===== src/uhid_pkg.sv =====
package uhid_pkg;

  localparam int unsigned NumPads = 2;

  // event codes
  localparam logic [2:0] CMD_SOF   = 3'd0;
  localparam logic [2:0] CMD_SETUP = 3'd1;
  localparam logic [2:0] CMD_PAD   = 3'd2;
  localparam logic [2:0] CMD_INDONE = 3'd3;
  localparam logic [2:0] CMD_BUSRST = 3'd4;

  // result kinds
  localparam logic [1:0] KIND_NONE   = 2'd0;
  localparam logic [1:0] KIND_ACK    = 2'd1;
  localparam logic [1:0] KIND_STALL  = 2'd2;
  localparam logic [1:0] KIND_REPORT = 2'd3;

  // configuration register indexes
  localparam logic [1:0] REG_SOF_PRESCALE = 2'd0;
  localparam logic [1:0] REG_STRING_COUNT = 2'd1;
  localparam logic [1:0] REG_DEFAULT_IDLE = 2'd2;

  // endpoint actions
  localparam logic [2:0] EPA_NONE    = 3'd0;
  localparam logic [2:0] EPA_TOGGLE  = 3'd1;
  localparam logic [2:0] EPA_UNSTALL = 3'd2;
  localparam logic [2:0] EPA_STALL   = 3'd3;
  localparam logic [2:0] EPA_REARM   = 3'd4;

  // descriptor selects
  localparam logic [2:0] DSC_DEVICE = 3'd1;
  localparam logic [2:0] DSC_CONFIG = 3'd2;
  localparam logic [2:0] DSC_STRING = 3'd3;
  localparam logic [2:0] DSC_HID    = 3'd4;
  localparam logic [2:0] DSC_REPORT = 3'd5;

  // standard and class request codes
  localparam logic [7:0] RQ_GET_STATUS  = 8'h00;
  localparam logic [7:0] RQ_CLR_FEATURE = 8'h01;
  localparam logic [7:0] RQ_GET_IDLE    = 8'h02;
  localparam logic [7:0] RQ_SET_FEATURE = 8'h03;
  localparam logic [7:0] RQ_GET_DESC    = 8'h06;
  localparam logic [7:0] RQ_GET_CONFIG  = 8'h08;
  localparam logic [7:0] RQ_SET_CONFIG  = 8'h09;
  localparam logic [7:0] RQ_GET_IFACE   = 8'h0a;
  localparam logic [7:0] RQ_SET_IFACE   = 8'h0b;

  localparam logic [7:0] RT_CLASS_IN  = 8'ha1;
  localparam logic [7:0] RT_CLASS_OUT = 8'h21;

  localparam logic [7:0] DEFAULT_IDLE_RST = 8'd125;
  localparam logic [7:0] PRESCALE_RST     = 8'd4;
  localparam logic [7:0] STRING_CNT_RST   = 8'd4;

  typedef struct packed {
    logic [2:0] cmd;
    logic [7:0] request_type;
    logic [7:0] request;
    logic [7:0] value_low;
    logic [7:0] value_high;
    logic [7:0] index_low;
    logic       pad;
    logic [7:0] pad_byte0;
    logic [7:0] pad_byte1;
  } in_word_t;

  typedef struct packed {
    logic [1:0] kind;
    logic       report_pad;
    logic [1:0] length;
    logic [7:0] data0;
    logic [7:0] data1;
    logic [2:0] descriptor;
    logic [7:0] str_idx;
    logic [2:0] ep_action;
    logic [1:0] ep_target;
    logic       last;
  } out_word_t;

  // state updates asked for by a setup decode
  typedef struct packed {
    logic       clr_pending;
    logic       idle_wr;
    logic       idle_off;
    logic [7:0] duration;
    logic       pad;
  } setup_upd_t;

endpackage


===== src/usb_hid_request_and_idle_reporter.sv =====
// A result word is registered and shown the cycle after its event is taken.
// Throughput: one event per cycle when not stalled; a tick that sends two reports puts out
// two words in turn, and the input stalls while the second waits in the hold register.
// The input also stalls while the output word waits on the receiver.
// Reset: asynchronous, active low; registers but the output and hold data take
// their reset values, no clearing pass.
module usb_hid_request_and_idle_reporter (
  input  logic                clk_i,
  input  logic                rst_ni,
  input  logic                cfg_we_i,
  input  logic [1:0]          cfg_idx_i,
  input  logic [7:0]          cfg_data_i,
  input  logic                in_valid_i,
  output logic                in_stall_o,
  input  uhid_pkg::in_word_t  in_data_i,
  output logic                out_valid_o,
  input  logic                out_stall_i,
  output uhid_pkg::out_word_t out_data_o
);
  import uhid_pkg::*;

  logic [7:0]  prescale_q, strcnt_q, defidle_q, sofcnt_q, sofcnt_d;
  logic [1:0]  off_q, off_d, pend_q, pend_d, busy_q, busy_d;
  logic [7:0]  dur_q [NumPads];
  logic [7:0]  dur_d [NumPads];
  logic [7:0]  icnt_q [NumPads];
  logic [7:0]  icnt_d [NumPads];
  logic [15:0] rep_q [NumPads];
  logic [15:0] rep_d [NumPads];

  logic       ovalid_q, hvalid_q, accept, ofree;
  out_word_t  odata_q, hdata_q, res0, res1, setup_res;
  logic       two;
  setup_upd_t upd;
  logic [1:0] send;

  // take a word only when the output register can load and the hold is empty
  assign ofree      = !ovalid_q || !out_stall_i;
  assign in_stall_o = hvalid_q || !ofree;
  assign accept     = in_valid_i && !in_stall_o;

  uhid_setup_dec u_dec (
    .word_i        (in_data_i),
    .string_count_i(strcnt_q),
    .report_i      (rep_q[in_data_i.index_low[0]]),
    .duration_i    (dur_q[in_data_i.index_low[0]]),
    .res_o         (setup_res),
    .upd_o         (upd)
  );

  // event processing
  always_comb begin
    logic [7:0] dec;
    logic       tick, s;
    sofcnt_d = sofcnt_q;
    off_d = off_q; pend_d = pend_q; busy_d = busy_q;
    dur_d = dur_q; icnt_d = icnt_q; rep_d = rep_q;
    send = '0;
    tick = 1'b0;
    dec = '0;
    s = 1'b0;
    res0 = '0; res0.last = 1'b1;
    res1 = '0;
    two = 1'b0;
    case (in_data_i.cmd)
      CMD_SOF: begin
        sofcnt_d = sofcnt_q - 8'd1;
        tick = (sofcnt_d == 8'd0);
        if (tick) sofcnt_d = prescale_q;
      end
      CMD_SETUP: begin
        res0 = setup_res;
        if (upd.clr_pending) pend_d[upd.pad] = 1'b0;
        if (upd.idle_wr) begin
          off_d[upd.pad] = upd.idle_off;
          if (!upd.idle_off) dur_d[upd.pad] = upd.duration;
        end
      end
      CMD_PAD: begin
        rep_d[in_data_i.pad] = {in_data_i.pad_byte1, in_data_i.pad_byte0};
        pend_d[in_data_i.pad] = 1'b1;
      end
      CMD_INDONE: busy_d[in_data_i.pad] = 1'b0;
      CMD_BUSRST: begin
        busy_d = '0; off_d = '0;
        dur_d[0] = defidle_q; dur_d[1] = defidle_q;
        sofcnt_d = prescale_q;
      end
      default: ;
    endcase
    // per-pad idle service on a prescaled tick
    if (tick) begin
      for (int p = 0; p < NumPads; p++) begin
        s = 1'b0;
        if (!off_q[p]) begin
          dec = icnt_q[p] - 8'd1;
          icnt_d[p] = dec;
          if (dec == 8'd0) begin
            s = 1'b1; icnt_d[p] = dur_q[p];
          end
        end
        if (pend_q[p]) begin
          s = 1'b1; pend_d[p] = 1'b0; icnt_d[p] = dur_q[p];
        end
        if (s) begin
          if (busy_q[p]) pend_d[p] = 1'b1;
          else begin
            busy_d[p] = 1'b1; send[p] = 1'b1;
          end
        end
      end
      if (send != 2'b00) begin
        res0.kind = KIND_REPORT;
        res0.report_pad = !send[0];
        res0.length = 2'd2;
        res0.data0 = send[0] ? rep_q[0][7:0] : rep_q[1][7:0];
        res0.data1 = send[0] ? rep_q[0][15:8] : rep_q[1][15:8];
        res0.last = 1'b1;
      end
      if (send == 2'b11) begin
        two = 1'b1;
        res0.last = 1'b0;
        res1 = '0;
        res1.kind = KIND_REPORT; res1.report_pad = 1'b1; res1.length = 2'd2;
        res1.data0 = rep_q[1][7:0]; res1.data1 = rep_q[1][15:8];
        res1.last = 1'b1;
      end
    end
  end

  // configuration and block state
  always_ff @(posedge clk_i or negedge rst_ni) begin
    if (!rst_ni) begin
      prescale_q <= PRESCALE_RST;
      strcnt_q   <= STRING_CNT_RST;
      defidle_q  <= DEFAULT_IDLE_RST;
      sofcnt_q   <= PRESCALE_RST;
      off_q <= '0; pend_q <= '0; busy_q <= '0;
      for (int p = 0; p < NumPads; p++) begin
        dur_q[p] <= DEFAULT_IDLE_RST; icnt_q[p] <= '0; rep_q[p] <= '0;
      end
    end else begin
      if (cfg_we_i) begin
        case (cfg_idx_i)
          REG_SOF_PRESCALE: prescale_q <= cfg_data_i;
          REG_STRING_COUNT: strcnt_q   <= cfg_data_i;
          REG_DEFAULT_IDLE: defidle_q  <= cfg_data_i;
          default: ;
        endcase
      end
      if (accept) begin
        sofcnt_q <= sofcnt_d;
        off_q <= off_d; pend_q <= pend_d; busy_q <= busy_d;
        dur_q <= dur_d; icnt_q <= icnt_d; rep_q <= rep_d;
      end
    end
  end

  // output register and hold register for a second report; hold feeds output first
  always_ff @(posedge clk_i or negedge rst_ni) begin
    if (!rst_ni) begin
      ovalid_q <= 1'b0;
      hvalid_q <= 1'b0;
    end else begin
      if (ofree) begin
        if (hvalid_q) begin
          ovalid_q <= 1'b1; odata_q <= hdata_q; hvalid_q <= 1'b0;
        end else if (accept) begin
          ovalid_q <= 1'b1; odata_q <= res0;
          if (two) begin
            hvalid_q <= 1'b1; hdata_q <= res1;
          end
        end else begin
          ovalid_q <= 1'b0;
        end
      end
    end
  end

  assign out_valid_o = ovalid_q;
  assign out_data_o  = odata_q;

  property p_hold_needs_out;
    @(posedge clk_i) disable iff (!rst_ni) hvalid_q |-> ovalid_q;
  endproperty
  a_hold_needs_out: assert property (p_hold_needs_out) else $error("hold without output");

  a_no_accept_on_hold: assert property (@(posedge clk_i) disable iff (!rst_ni)
    hvalid_q |-> !accept) else $error("accept while hold full");

  a_two_reports_busy: assert property (@(posedge clk_i) disable iff (!rst_ni)
    (accept && two) |=> (busy_q == 2'b11)) else $error("two reports without busy");

  a_accept_needs_room: assert property (@(posedge clk_i) disable iff (!rst_ni)
    accept |-> ofree) else $error("accept while output blocked");

endmodule


===== src/uhid_setup_dec.sv =====
module uhid_setup_dec (
  input  uhid_pkg::in_word_t   word_i,
  input  logic [7:0]           string_count_i,
  input  logic [15:0]          report_i,
  input  logic [7:0]           duration_i,
  output uhid_pkg::out_word_t  res_o,
  output uhid_pkg::setup_upd_t upd_o
);
  import uhid_pkg::*;

  logic       ifc;
  logic [7:0] rt, il, vh, vl;

  assign rt  = word_i.request_type;
  assign il  = word_i.index_low;
  assign vh  = word_i.value_high;
  assign vl  = word_i.value_low;
  assign ifc = (il == 8'h00) || (il == 8'h01);

  // request decode; report_i and duration_i belong to pad il[0]
  always_comb begin
    res_o = '0;
    res_o.kind = KIND_STALL;
    res_o.last = 1'b1;
    upd_o = '0;
    upd_o.pad = il[0];
    upd_o.duration = vh;
    case (word_i.request)
      RQ_GET_STATUS: begin
        if (rt == 8'h80 || rt == 8'h81 || rt == 8'h82) begin
          res_o.kind = KIND_ACK; res_o.length = 2'd2;
        end
      end
      RQ_CLR_FEATURE, RQ_SET_FEATURE: begin
        if (rt == 8'h00 || rt == 8'h01) begin
          res_o.kind = KIND_ACK;
        end else if (rt == 8'h02) begin
          if (il == 8'h00 || il == 8'h80 || il == 8'h81 || il == 8'h82) begin
            res_o.kind = KIND_ACK;
            res_o.ep_target = (il == 8'h00) ? 2'd0 : (il[1:0] + 2'd1);
            if (word_i.request == RQ_SET_FEATURE) res_o.ep_action = EPA_STALL;
            else if (il[7] && il[1:0] != 2'd0) res_o.ep_action = EPA_UNSTALL;
            else res_o.ep_action = EPA_TOGGLE;
          end
        end else if (rt == RT_CLASS_IN && ifc) begin
          res_o.kind = KIND_ACK;
          if (word_i.request == RQ_SET_FEATURE) begin
            res_o.length = 2'd1; res_o.data0 = 8'd1;
          end else begin
            res_o.length = 2'd2;
            res_o.data0 = report_i[7:0];
            res_o.data1 = report_i[15:8];
            upd_o.clr_pending = 1'b1;
          end
        end
      end
      RQ_GET_IDLE: begin
        if (rt == RT_CLASS_IN && ifc) begin
          res_o.kind = KIND_ACK; res_o.length = 2'd1; res_o.data0 = duration_i;
        end
      end
      RQ_GET_DESC: begin
        if (vh == 8'h01) begin
          res_o.kind = KIND_ACK; res_o.descriptor = DSC_DEVICE;
        end else if (vh == 8'h02) begin
          res_o.kind = KIND_ACK; res_o.descriptor = DSC_CONFIG;
        end else if (vh == 8'h03) begin
          if (vl < string_count_i) begin
            res_o.kind = KIND_ACK; res_o.descriptor = DSC_STRING;
            res_o.str_idx = vl;
          end
        end else if (vh == 8'h21) begin
          res_o.kind = KIND_ACK; res_o.descriptor = DSC_HID;
        end else if (vh == 8'h22 && ifc) begin
          res_o.kind = KIND_ACK; res_o.descriptor = DSC_REPORT;
        end
      end
      RQ_GET_CONFIG: begin
        if (rt == 8'h80) begin
          res_o.kind = KIND_ACK; res_o.length = 2'd1; res_o.data0 = 8'd1;
        end
      end
      RQ_SET_CONFIG: begin
        if (rt == 8'h00) res_o.kind = KIND_ACK;
      end
      RQ_GET_IFACE: begin
        if (rt == 8'h81) begin
          res_o.kind = KIND_ACK; res_o.length = 2'd1;
        end else if (rt == RT_CLASS_OUT && ifc) begin
          res_o.kind = KIND_ACK;
          upd_o.idle_wr = 1'b1;
          upd_o.idle_off = (vh == 8'd0);
        end
      end
      RQ_SET_IFACE: begin
        if (rt == 8'h01) begin
          if (vl == 8'd0 && ifc) begin
            res_o.kind = KIND_ACK; res_o.ep_action = EPA_REARM;
            res_o.ep_target = {1'b1, il[0]};
          end
        end else if (rt == RT_CLASS_OUT) begin
          res_o.kind = KIND_ACK;
        end
      end
      default: ;
    endcase
  end
endmodule

===== config.mk =====
export PLATFORM = sky130hd
export DESIGN_NAME = usb_hid_request_and_idle_reporter
export DESIGN_NICKNAME = d
export VERILOG_FILES = /design/src/uhid_pkg.sv /design/src/usb_hid_request_and_idle_reporter.sv /design/src/uhid_setup_dec.sv
export SDC_FILE = /design/constraint.sdc
export NUM_CORES = 1
export LEC_CHECK = 0
export ABC_AREA = 0
export BUFFER_PORTS_ARGS = -buffer_cell sky130_fd_sc_hd__buf_2
export CAP_MARGIN = 20
export CORE_ASPECT_RATIO = 1.4
export CORE_MARGIN = 2
export CORE_UTILIZATION = 52
export CTS_BUF_LIST = sky130_fd_sc_hd__clkbuf_8
export CTS_CLUSTER_SIZE = 10
export DETAILED_ROUTE_END_ITERATION = 6
export PLACE_DENSITY = 0.82
export SLEW_MARGIN = 20
export SYNTH_ARGS = -nofsm -noshare
export SYNTH_HDL_FRONTEND = slang
export SYNTH_HIERARCHICAL = 1
export SYNTH_SLANG_ARGS = --single-unit

===== constraint.sdc =====
create_clock -name clk_i -period 5.47 [get_ports clk_i]
set_input_delay 0.547 -clock clk_i [delete_from_list [all_inputs] [get_ports clk_i]]
set_output_delay 0.547 -clock clk_i [all_outputs]
set_load 0.02 [all_outputs]

After elaboration in Yosys (flattened, before gate mapping)
Cells that the tools add are included.
{"block": "word_totals", "ff_bits": 180, "input_bits": 75, "output_inout_bits": 40}
{"block": "classes", "addsub": 4, "n_lt_le_gt_ge": 9, "eq_ne": 35, "mux": 136, "n_bitwise": 8, "reduce_logical": 52}
{"operator": "two-way mux 38 bit", "count": 4}
{"operator": "two-way mux 8 bit", "count": 18}
{"operator": "two-way mux 16 bit", "count": 6}
{"operator": "zero test 8 bit", "count": 8}
{"operator": "equality test 8 bit, second input constant", "count": 7}
{"operator": "two-way mux 2 bit", "count": 28}
{"operator": "two-way mux 18 bit", "count": 3}
{"operator": "two-way mux 1 bit", "count": 43}
{"operator": "two-way mux 21 bit", "count": 2}
{"operator": "equality test 8 x 2 -> 1 bit, second input constant", "count": 5}
{"operator": "bitwise mux 32 bit", "count": 1}
{"operator": "equality test 8 x 1 -> 1 bit, second input constant", "count": 4}
{"operator": "equality test 8 x 4 -> 1 bit, second input constant", "count": 4}
{"operator": "case mux 16 bit (2 select lines)", "count": 1}
{"operator": "two-way mux 5 bit", "count": 5}
{"operator": "equality test 8 x 6 -> 1 bit, second input constant", "count": 3}
{"operator": "case mux 8 bit (3 select lines)", "count": 1}
{"operator": "subtractor 8 x 1 -> 8 bit, second input constant", "count": 3}
{"operator": "two-way mux 10 bit", "count": 2}
{"operator": "two-way mux 3 bit", "count": 6}
{"operator": "two-way mux 9 bit", "count": 2}
{"operator": "bitwise mux 16 bit", "count": 1}
{"operator": "demux 16 bit (select 1 bit)", "count": 1}
{"operator": "case mux 2 bit (8 select lines)", "count": 1}
{"operator": "other kinds (38)", "count": 85}

Logic depth before layout (Yosys ltp)
Gate-level depths: netlist of the first run.
{"block": "logic_depth", "ltp_word": 15, "mapped_depth": 13, "ltp_nobuf": 12}

By module
The synthesis of the first run kept the hierarchy.
{"mod": "usb_hid_request_and_idle_reporter", "instances": 1, "cells_per_inst": 694, "area_each_um2": 7873.8, "seq_area_each_um2": 4280.4}
{"mod": "uhid_setup_dec", "instances": 1, "cells_per_inst": 161, "area_each_um2": 1102.3, "seq_area_each_um2": 0.0}

Worst setup path before layout of the first run
OpenSTA, ideal clock, no wires.
{"block": "synth_path", "path_type": "input port to flip-flop", "start": "input port in_data_i[46] (netlist bit)", "end": "register dur_q[11] (netlist bit)", "setup_ns": 0.073, "t_arrival_ns": 3.179, "t_required_ns": 5.397, "slack_ns": 2.218, "cell_stages": 9, "path_buffers": 1, "path_cell_list": "or4_1 -> or3b_4 -> or3_1 -> nor3_2 -> a21oi_1 -> nor3_1 -> clkbuf_1 -> nor2_1 -> a21oi_1"}
{"element": "start, declared", "line_no": "usb_hid_request_and_idle_reporter.sv:15", "text": "input uhid_pkg::in_word_t in_data_i,"}
{"element": "end signal, assigned", "line_no": "usb_hid_request_and_idle_reporter.sv:154", "text": "dur_q <= dur_d; icnt_q <= icnt_d; rep_q <= rep_d;"}
{"element": "end, declared", "line_no": "usb_hid_request_and_idle_reporter.sv:24", "text": "logic [7:0] dur_q [NumPads];"}

Worst setup path after layout of the first run
{"block": "layout_path", "start": "register icnt_q[8] (netlist bit)", "end": "register hdata_q[22] (netlist bit) (enable)"}
{"block": "layout_between", "elab_chain_cells": 12}
{"element": "start, declared", "line_no": "usb_hid_request_and_idle_reporter.sv:26", "text": "logic [7:0] icnt_q [NumPads];"}
{"element": "start signal, assigned", "line_no": "usb_hid_request_and_idle_reporter.sv:154"}
{"element": "subtractor 8 x 1 -> 8 bit", "line_no": "usb_hid_request_and_idle_reporter.sv:96", "text": "dec = icnt_q[p] - 8'd1;"}
{"element": "zero test 8 bit", "line_no": "usb_hid_request_and_idle_reporter.sv:98", "text": "if (dec == 8'd0) begin"}
{"element": "two-way mux 1 bit", "line_no": "usb_hid_request_and_idle_reporter.sv:98"}
{"element": "two-way mux 1 bit", "line_no": "usb_hid_request_and_idle_reporter.sv:95", "text": "if (!off_q[p]) begin"}
{"element": "two-way mux 1 bit", "line_no": "usb_hid_request_and_idle_reporter.sv:102", "text": "if (pend_q[p]) begin"}
{"element": "two-way mux 1 bit", "line_no": "usb_hid_request_and_idle_reporter.sv:92", "text": "if (tick) begin"}
{"element": "two-way mux 1 bit", "line_no": "usb_hid_request_and_idle_reporter.sv:105", "text": "if (s) begin"}
{"element": "two-way mux 1 bit", "line_no": "usb_hid_request_and_idle_reporter.sv:92"}
{"element": "equality test 2 bit", "line_no": "usb_hid_request_and_idle_reporter.sv:120", "text": "if (send == 2'b11) begin"}
{"element": "two-way mux 1 bit", "line_no": "usb_hid_request_and_idle_reporter.sv:120"}
{"element": "two-way mux 1 bit", "line_no": "usb_hid_request_and_idle_reporter.sv:92"}
{"element": "AND reduction 5 bit (no source line)"}
{"element": "end signal, assigned", "line_no": "usb_hid_request_and_idle_reporter.sv:171", "text": "hvalid_q <= 1'b1; hdata_q <= res1;"}
{"element": "end, declared", "line_no": "usb_hid_request_and_idle_reporter.sv:32", "text": "out_word_t odata_q, hdata_q, res0, res1, setup_res;"}
Every way passes these cells. The select of a mux whose other input is x is not followed.
A chain may end at the register's enable or synchronous reset.

==> results.ini, run 1 <==
[run_status]
outcome = finished, final reports clean

[synthesis]
synth-seq-area-share = 0.4769
synth.cell_area_um2 = 8976
synth_seq_cells = 159
post_synth.cell_area_avg_um2 = 10.50
postSynthNetCount = 946
asyncSetResetFlopFracSynth = 0.6541
synth_flop_cell = sky130_fd_sc_hd__dfrtp_1
synth_warnings = 6
yosys.cell_types.count = 86
synthesis.instances = 855
synth_enable_flop_cells = 55

[sta]
timing.hold.ws_ps = 1.839
maximum_achievable_frequency_mhz = 258.8
worstMarginPinSlew_ps = 1073
hold_violations = 0
final.min_clock_period_ps = 3864
share_of_the_cycle_needed_by_the_critical_path_after_routing = 0.7064
setup_violations = 0
fin_clk_skew_ps = 18.00
max_slew_violation_count = 0
slew_headroom = 0.2826
finalSetupTns_ps = 0
fin_ws_ps = 1606
setup_repair_after_global_routing_missed_its_margin = false

[clocking]
cts_setup_buffers = 0
cts_repair_resize_count = 0
cts.root.buffer_cell = sky130_fd_sc_hd__clkbuf_8
skew_pair_late_insertion_delay_ps = 480
cts_made_buffers = 17
path_clk_slew_ps = 110
maximum_buffer_depth_of_the_clock_tree = 2
post_cts_hold_buffer_count = 0
cts_tree = yes
ctsHtreeMaxLevel = 4
numClockSinks = 159

[critical_path]
cp_data_required_time_ps = 5590
cp-end-kind = flip-flop
criticalPathCategory = reg -> reg
reg2reg_depth = 9
worst-path-max-fanout = 21
startpoint_type = flip-flop
crit_arrival_ps = 3980

[min_path]
hold_class = in -> async

[die]
floorplan.initialDensity = 0.5338
number_of_rows_in_the_core_area = 56
floorplan.die.height_um = 159.5
chipWidth_um = 115.0
design.die.area_um2 = 18340
boundaryPins = 115
core_region_area_um2 = 16820

[placed_design]
dpl.cell_count = 1129
dpl_worst_slack_ps = 1610
dp_hpwl_um = 15330
globalplace.congestion = 0.8664
io_buffer_count = 114

[detailed_routing]
route.detailed.wl_per_inst_um = 18.61
routed_via_density = 6.013
firstDrtPassIters = 6
route.antenna.remaining_nets = 0
post-route-drc-count = 0
initialDrtViolationCount = 513
route.final.wire_length_um = 21600
num_vias = 6981

[final_layout]
antennaDiodeCount = 0
drive_gt1_frac = 0.2996
commonest_cells_after_routing_fill_and_taps_aside = 113 x sky130_fd_sc_hd__buf_2, 83 x sky130_fd_sc_hd__dfrtp_1, 81 x sky130_fd_sc_hd__mux2_2
post-route-util = 0.5929
layout-area-overhead-vs-synth_pct = 11.08
layout.cells.most_common = sky130_fd_sc_hd__buf_2
layout.cells.non_filler = 1161
final_nets = 1036

[power]
total_leakage_power_uw = 0.004106
peakVddDrop_v = 0.0002787
pwr_density_cell_nw_per_um2 = 312.5

[global_route]
grt_pass1_vias = 6836
pin_count_of_the_biggest_net_entering_global_routing = 72
initial_antenna_violation_count = 0
grt_overflow = 0
grt.total_usage = 0.2406
grt_pass1_wl_um = 34610

[run]
count_of_maximum_capacitance_violations = 0

## power by group
part	internal, µW	switching [µW]
Combinational	302	342
Sequential	1420	178
Clock	346	524
## final cells by class
| cell class | instances | area, µm² |
|---|---|---|
| flip-flops and latches | 159 | 4280 |
| repair buffers | 122 | 633.1 |
| multi-input cells | 618 | 4303 |
| fillers | 1384 | 6845 |
| inverters | 27 | 101.3 |
| well taps | 203 | 254.0 |
| clock inverters | 15 | 165.2 |
| clock buffers | 17 | 234.0 |
## logic make-up (layout without fill, tap and decap cells)
kind of cell             Yosys count  after routing  share of synthesized area
AO/OA/AOI/OAI                    202            202                     0.1437
XOR/XNOR                           3              3                   0.002928
adder cells (fa/ha/maj)           16             16                    0.02230
buffers and inverters             78            181                    0.04502
flip-flops                       159            159                     0.4769
multiplexers                     100            100                     0.1228
other                              2              2                  0.0008367
AND/OR/NAND/NOR                  295            295                     0.1855
## sequential cells by signal, indices dropped and copies added (netlist names)
register	cells
out_data_o	38
rep_q	32
hdata_q	17
dur_q	16
icnt_q	16
defidle_q	8
prescale_q	8
sofcnt_q	8
strcnt_q	8
busy_q	2
off_q	2
pend_q	2
hvalid_q	1
out_valid_o	1
## routing by layer
layer,vias to the layer above,share of wire,track usage
li1,3310,-,-
met1,3350,0.39,0.2907
met2,255,0.51,0.4056
met3,66,0.053,0.04454
met4,0,0.043,0.1227
met5,-,0,0
## worst max-delay path, stage by stage (launching register included)
cell                      delay, ps
sky130_fd_sc_hd__dfrtp_1        480
sky130_fd_sc_hd__inv_1           90
sky130_fd_sc_hd__ha_1           280
sky130_fd_sc_hd__or4b_4         520
sky130_fd_sc_hd__nor4b_2        220
sky130_fd_sc_hd__o311a_2        240
sky130_fd_sc_hd__a32o_2         170
sky130_fd_sc_hd__buf_4          330
sky130_fd_sc_hd__and3_2         440
sky130_fd_sc_hd__and3_1         720
## through the flow
stage	power (µW)	area [µm²]
CTS	3122	9971
detailed placement	2258	9572
global placement	2227	9572
global route	3271	9971
floorplan	2061	8976
finish	3116	9971
## cell usage after synthesis, types with 5 or more instances
library cell               number  area (µm²)
sky130_fd_sc_hd__dfrtp_1       83        2077
sky130_fd_sc_hd__mux2_2        81       912.1
sky130_fd_sc_hd__nor2_1        65       244.0
sky130_fd_sc_hd__a21oi_1       62       310.3
sky130_fd_sc_hd__nand2_1       56       210.2
sky130_fd_sc_hd__and2_1        55       344.1
sky130_fd_sc_hd__edfxtp_1      55        1652
sky130_fd_sc_hd__o21ai_0       48       240.2
sky130_fd_sc_hd__inv_1         27       101.4
sky130_fd_sc_hd__clkbuf_1      23       86.33
sky130_fd_sc_hd__dfstp_2       21       551.8
sky130_fd_sc_hd__mux2i_1       19       190.2
sky130_fd_sc_hd__a22oi_1       18       135.1
sky130_fd_sc_hd__ha_1          16       200.2
sky130_fd_sc_hd__nor2b_1       14       87.58
sky130_fd_sc_hd__nand3_1       13       65.06
sky130_fd_sc_hd__nand2b_1      12       75.07
sky130_fd_sc_hd__buf_4         11       82.58
sky130_fd_sc_hd__nor4_1        10       62.56
sky130_fd_sc_hd__o21ai_1       10       50.05
sky130_fd_sc_hd__nor3_1         9       45.04
sky130_fd_sc_hd__buf_2          7       35.03
sky130_fd_sc_hd__or4_1          7       52.55
sky130_fd_sc_hd__a22o_1         6       52.55
sky130_fd_sc_hd__a221o_1        5       50.05
sky130_fd_sc_hd__nand3b_1       5       37.54
sky130_fd_sc_hd__nand4_1        5       31.28
sky130_fd_sc_hd__o31ai_1        5       37.54
sky130_fd_sc_hd__or2_2          5       31.28
sky130_fd_sc_hd__or3_1          5       31.28
## final timing paths
check | start | end | slack (ps)
worst max-delay path | icnt_q[8] | hdata_q[22] | 1610
worst min-delay path | rst_ni | rep_q[11] | 2
worst max register to register | icnt_q[8] | hdata_q[22] | 1610
worst min register to register | dur_q[3] | dur_q[3] | 520
max in group asynchronous | rst_ni | dur_q[9] | 4170
min in group clk_i | in_data_i[14] | rep_q[22] | 300
Note: power is estimated with default switching activity, not from simulation.
==> run 2, diff against run 1 <==
- PLACE_DENSITY: 0.82 -> 0.85
- clock period: 5.47 -> 3.55 ns (I/O delays scaled with it)
==> results.ini, run 2 (synthesized netlist as in run 1, its figures left out) <==
[run_status]
outcome = finished, final reports clean

[placed_design]
dp_hpwl_um = 15400  ; +0.40%
globalplace.congestion = 0.9254  ; +6.8%
io_buffer_count = 114  ; unchanged
dpl.cell_count = 1144  ; +1.3%

[sta]
finalSetupTns_ps = 0  ; unchanged
hold_violations = 0  ; unchanged
worstMarginPinSlew_ps = 981.0  ; -91.89 ps
timing.hold.ws_ps = 121.2  ; +119.3 ps
setup_violations = 0  ; unchanged
share_of_the_cycle_needed_by_the_critical_path_after_routing = 0.8730  ; +0.1666
final.min_clock_period_ps = 3099  ; -765.0 ps
maximum_achievable_frequency_mhz = 322.7  ; +25%
max_slew_violation_count = 0  ; unchanged
fin_clk_skew_ps = 17.80  ; -0.2060 ps
slew_headroom = 0.3460  ; +0.06342
setup_repair_after_global_routing_missed_its_margin = false

[die]
boundaryPins = 115  ; unchanged
floorplan.die.height_um = 159.5  ; unchanged
core_region_area_um2 = 16820  ; unchanged
number_of_rows_in_the_core_area = 56  ; unchanged
floorplan.initialDensity = 0.5338  ; unchanged
design.die.area_um2 = 18340  ; unchanged
chipWidth_um = 115.0  ; unchanged

[global_route]
grt_pass1_wl_um = 34800  ; +0.56%
grt.total_usage = 0.2398  ; -0.0008164
grt_pass1_vias = 7024  ; +2.8%
initial_antenna_violation_count = 1  ; +1
grt_overflow = 0  ; unchanged
pin_count_of_the_biggest_net_entering_global_routing = 78  ; +8.3%

[detailed_routing]
initialDrtViolationCount = 547  ; +6.6%
num_vias = 7052  ; +1.0%
routed_via_density = 5.986  ; -0.44%
route.detailed.wl_per_inst_um = 18.31  ; -1.6%
route.antenna.remaining_nets = 0  ; unchanged
firstDrtPassIters = 5  ; -1
post-route-drc-count = 0  ; unchanged
route.final.wire_length_um = 21570  ; -0.13%

[clocking]
cts.root.buffer_cell = sky130_fd_sc_hd__clkbuf_8
numClockSinks = 159  ; unchanged
path_clk_slew_ps = 100  ; about the same
ctsHtreeMaxLevel = 4  ; unchanged
cts_setup_buffers = 0  ; unchanged
maximum_buffer_depth_of_the_clock_tree = 2  ; unchanged
cts_tree = yes
skew_pair_late_insertion_delay_ps = 470  ; about the same
cts_made_buffers = 17  ; unchanged

[critical_path]
cp-end-kind = flip-flop
crit_arrival_ps = 3280  ; -700 ps
criticalPathCategory = reg -> reg
startpoint_type = flip-flop
cp_data_required_time_ps = 3740  ; -1850 ps
worst-path-max-fanout = 7  ; -67%

[power]
total_leakage_power_uw = 0.004209  ; +2.5%
pwr_density_cell_nw_per_um2 = 487.0  ; +56%
peakVddDrop_v = 0.0004689  ; +68%

[final_layout]
layout.cells.non_filler = 1178  ; +1.5%
final_nets = 1052  ; +1.5%
largest_reg_flops = 38  ; unchanged
commonest_cells_after_routing_fill_and_taps_aside = 113 x sky130_fd_sc_hd__buf_2, 83 x sky130_fd_sc_hd__dfrtp_1, 81 x sky130_fd_sc_hd__mux2_2
drive_gt1_frac = 0.3101  ; +0.01048
layout-area-overhead-vs-synth_pct = 12.91
layout.cells.most_common = sky130_fd_sc_hd__buf_2

[run]
count_of_maximum_capacitance_violations = 0  ; unchanged

[min_path]
hold_class = in -> reg

## run 2: cell count changes in the layout (fill, tap and decap cells not counted), moves of 2 or more
cell                        previous run  this run
sky130_fd_sc_hd__inv_8                 5         3
sky130_fd_sc_hd__inv_6                 4         6
sky130_fd_sc_hd__buf_4                 9        24
sky130_fd_sc_hd__clkinv_8              3         0
sky130_fd_sc_hd__bufinv_16             0         3
## run 2: per-stage QoR
step                setup slack (ps)  instance area (µm²)    util  power, µW
floorplan                      303.4                 8976       -       3176
global placement               427.3                 9684  0.5759       3422
detailed placement             352.2                 9684  0.5759       3474
CTS                            439.7                10130  0.6025       4950
global route                   242.2                10130  0.6027       5175
finish                         450.8                10130  0.6027       4935
## run 2: power breakdown
part	internal (µW)	leakage [µW]	switching, µW	total [µW]
Combinational	469	0.00228	533	1000
Clock	742	0.000225	738	1480
Sequential	2200	0.00171	259	2450
Total	3410	0.00421	1530	4940
## run 2: final timing paths
path	start	end	slack [ps]	depth (start not counted)
max in group asynchronous	rst_ni	strcnt_q[6]	1860	3
max reg2reg	icnt_q[1]	hdata_q[22]	450	8
max	icnt_q[1]	hdata_q[22]	450	8
min reg2reg	strcnt_q[4]	strcnt_q[4]	510	1
min	in_data_i[0]	rep_q[8]	120	2
min in group asynchronous	rst_ni	rep_q[11]	340	2
## run 2: timing repair
item                                   CTS  global route
hold buffers                             1             0
resized for setup                        0             0
endpoints found under the hold margin   26             0
## run 2: layer usage
layer	track usage	wire length (µm)
met1	0.2831	8318
met2	0.4147	11470
met3	0.04492	1025
met4	0.1145	757
met5	0	0
## run 2: critical path: stages (launching register included)
cell	delay [ps]
sky130_fd_sc_hd__dfrtp_1	400
sky130_fd_sc_hd__inv_1	100
sky130_fd_sc_hd__ha_1	220
sky130_fd_sc_hd__or3b_1	420
sky130_fd_sc_hd__o31a_1	310
sky130_fd_sc_hd__o41ai_2	540
sky130_fd_sc_hd__and3_2	280
sky130_fd_sc_hd__and3_1	330
sky130_fd_sc_hd__buf_4	220
## run 2: layout make-up
class,instances,area [µm²]
fillers,1388,6681
multi-input cells,618,4303
flip-flops and latches,159,4280
repair buffers,138,755.7
well taps,203,254.0
clock buffers,18,247.7
clock inverters,14,190.2
inverters,27,101.3
diodes,1,2.502
==> run 3, diff against run 2 <==
- CORE_UTILIZATION: 52 -> 55
- PLACE_DENSITY: 0.85 -> 0.88
==> results.ini, run 3 (synthesized netlist as in run 1, its figures left out) <==
[final_layout]
final_nets = 1053  ; +0.095%
antennaDiodeCount = 0  ; -1
largest_reg_flops = 38  ; unchanged
layout-area-overhead-vs-synth_pct = 12.64
drive_gt1_frac = 0.3118  ; +0.001733
layout.cells.most_common = sky130_fd_sc_hd__buf_2
layout.cells.non_filler = 1174  ; -0.34%
post-route-util = 0.6279  ; +0.02521
commonest_cells_after_routing_fill_and_taps_aside = 113 x sky130_fd_sc_hd__buf_2, 83 x sky130_fd_sc_hd__dfrtp_1, 81 x sky130_fd_sc_hd__mux2_2

[detailed_routing]
routed_via_density = 6.118  ; +2.2%
post-route-drc-count = 1  ; +1
route.antenna.remaining_nets = 0  ; unchanged
firstDrtPassIters = 7  ; +2
route.detailed.wl_per_inst_um = 18.62  ; +1.7%
top_signal_layer_used = met4
met3WireLength_um = 1206  ; +18%
met2_wirelength_um = 11720  ; +2.2%
num_vias = 7182  ; +1.8%
route.final.wire_length_um = 21860  ; +1.3%
initialDrtViolationCount = 685  ; +25%
detail_route.wirelength.met1_um = 8166  ; -1.8%

[die]
floorplan.initialDensity = 0.5574  ; +0.02364
floorplan.die.height_um = 155.2  ; -2.7%
design.die.area_um2 = 17370  ; -5.3%
core_region_area_um2 = 16100  ; -4.2%
number_of_rows_in_the_core_area = 55  ; -1.8%
chipWidth_um = 112.0  ; -2.7%
boundaryPins = 115  ; unchanged

[critical_path]
worstReg2RegStart = icnt_q[9]
startpoint_type = flip-flop
cp-end-kind = flip-flop
timing.critical_path.slowest_stage_cell = sky130_fd_sc_hd__or4b_4
reg2reg_depth = 9  ; +1
timing.critical_path.cells = inv_1, ha_1, or4b_4, nor4b_2, o311a_2, a32o_2, and3_2, and3_1, buf_4
cp-startpoint = icnt_q[9]
crit_arrival_ps = 3290  ; about the same
critPathMaxStageDelay_ps = 540  ; about the same
critical_path.top_delay_family = simple AND/OR/NAND/NOR gates
crit-reg2reg-capture = hdata_q[26]
cp_data_required_time_ps = 3700  ; -40 ps
crit_buf_inv = 2  ; unchanged
r2r_setup_slk_ps = 400  ; -50 ps
worst-path-max-fanout = 17  ; +10
criticalPathCategory = reg -> reg

[sta]
final.min_clock_period_ps = 3147  ; +47.95 ps
max_slew_violation_count = 0  ; unchanged
fin_clk_skew_ps = 22.78  ; +4.982 ps
setup_repair_after_global_routing_missed_its_margin = false
share_of_the_cycle_needed_by_the_critical_path_after_routing = 0.8865  ; +0.01351
slew_headroom = 0.3904  ; +0.04442
worstMarginPinSlew_ps = 912.5  ; -68.50 ps
finalSetupTns_ps = 0  ; unchanged
setup_violations = 0  ; unchanged
hold_violations = 0  ; unchanged
maximum_achievable_frequency_mhz = 317.7  ; -1.5%

[global_route]
initial_antenna_violation_count = 0  ; -1
grt_pass1_vias = 7218  ; +2.8%
pin_count_of_the_biggest_net_entering_global_routing = 71  ; -9.0%
grt_overflow = 0  ; unchanged
grt_pass1_wl_um = 35550  ; +2.1%
grt.total_usage = 0.2565  ; +0.01668

[clocking]
path_clk_slew_ps = 100  ; about the same
skew_pair_late_insertion_delay_ps = 470  ; about the same
cts_made_buffers = 17  ; unchanged
ctsHtreeMaxLevel = 4  ; unchanged
cts_setup_buffers = 0  ; unchanged
numClockSinks = 159  ; unchanged
maximum_buffer_depth_of_the_clock_tree = 2  ; unchanged
cts_tree = yes
cts.root.buffer_cell = sky130_fd_sc_hd__clkbuf_8

[power]
pwr_density_cell_nw_per_um2 = 480.8  ; -1.3%
peakVddDrop_v = 0.0004066  ; -13%
total_leakage_power_uw = 0.004188  ; -0.52%

[placed_design]
io_buffer_count = 114  ; unchanged
dp_hpwl_um = 15750  ; +2.3%
globalplace.congestion = 0.9507  ; +2.7%
dpl.cell_count = 1141  ; -0.26%

[run]
count_of_maximum_capacitance_violations = 0  ; unchanged

[min_path]
hold_class = in -> reg
min_from = in_data_i[1]
worstHoldPathCells = 2  ; unchanged
hold-path-endpoint = rep_q[25]

[run_status]
violated_checks = design-rule violations
outcome = finished with violations

## run 3: how the worst max path moves through the flow
stage,cells after the start,slack [ps],to
2_1_floorplan,4,300,out_data_o[0]
3_3_place_gp,10,420,dur_q[7]
3_5_place_dp,10,310,dur_q[7]
4_1_cts,9,440,hdata_q[26]
5_1_grt,9,260,hdata_q[26]
6_report,9,400,hdata_q[26]
## run 3: final cells by class
cell class / count / area (µm²)
clock buffers: 17 / 234.0
clock inverters: 15 / 175.2
fillers: 1285 / 5992
inverters: 27 / 101.3
multi-input cells: 618 / 4308
flip-flops and latches: 159 / 4280
well taps: 199 / 249.0
repair buffers: 139 / 763.2
## run 3: metrics by stage
stage	worst slack [ps]	power [µW]	instance area [µm²]	hold WS, ps
3_5_place_dp	310.5	3504	9687	456.1
3_3_place_gp	421.5	3440	9687	438.6
2_1_floorplan	303.4	3176	8976	59.41
5_1_grt	260.7	5090	10110	111.3
4_1_cts	442.5	4861	10110	112.1
6_report	402.8	4862	10110	119.7
## run 3: where the power goes
group	leakage [µW]	internal [µW]	switching [µW]
Combinational	0.00228	477	558
Clock	0.000198	591	777
Sequential	0.00171	2200	264
## run 3: worst register-to-register path, delay by kind of cell (launching register included)
kind	cells	cell delay, ps
flops	1	460
compound gates	2	580
buf+inv	2	360
fa+ha+maj	1	280
simple gates	4	1140
## run 3: layer usage
| metal | vias up | track usage |
|---|---|---|
| li1 | 3328 | - |
| met1 | 3523 | 0.3011 |
| met2 | 266 | 0.4606 |
| met3 | 65 | 0.04441 |
| met4 | 0 | 0.1132 |
| met5 | - | 0 |
## run 3: repair_timing
item                                    CTS  global route
endpoints found under the setup margin    0             0
resized for setup                         0             0
hold buffers                              1             0
endpoints found under the hold margin    33             0
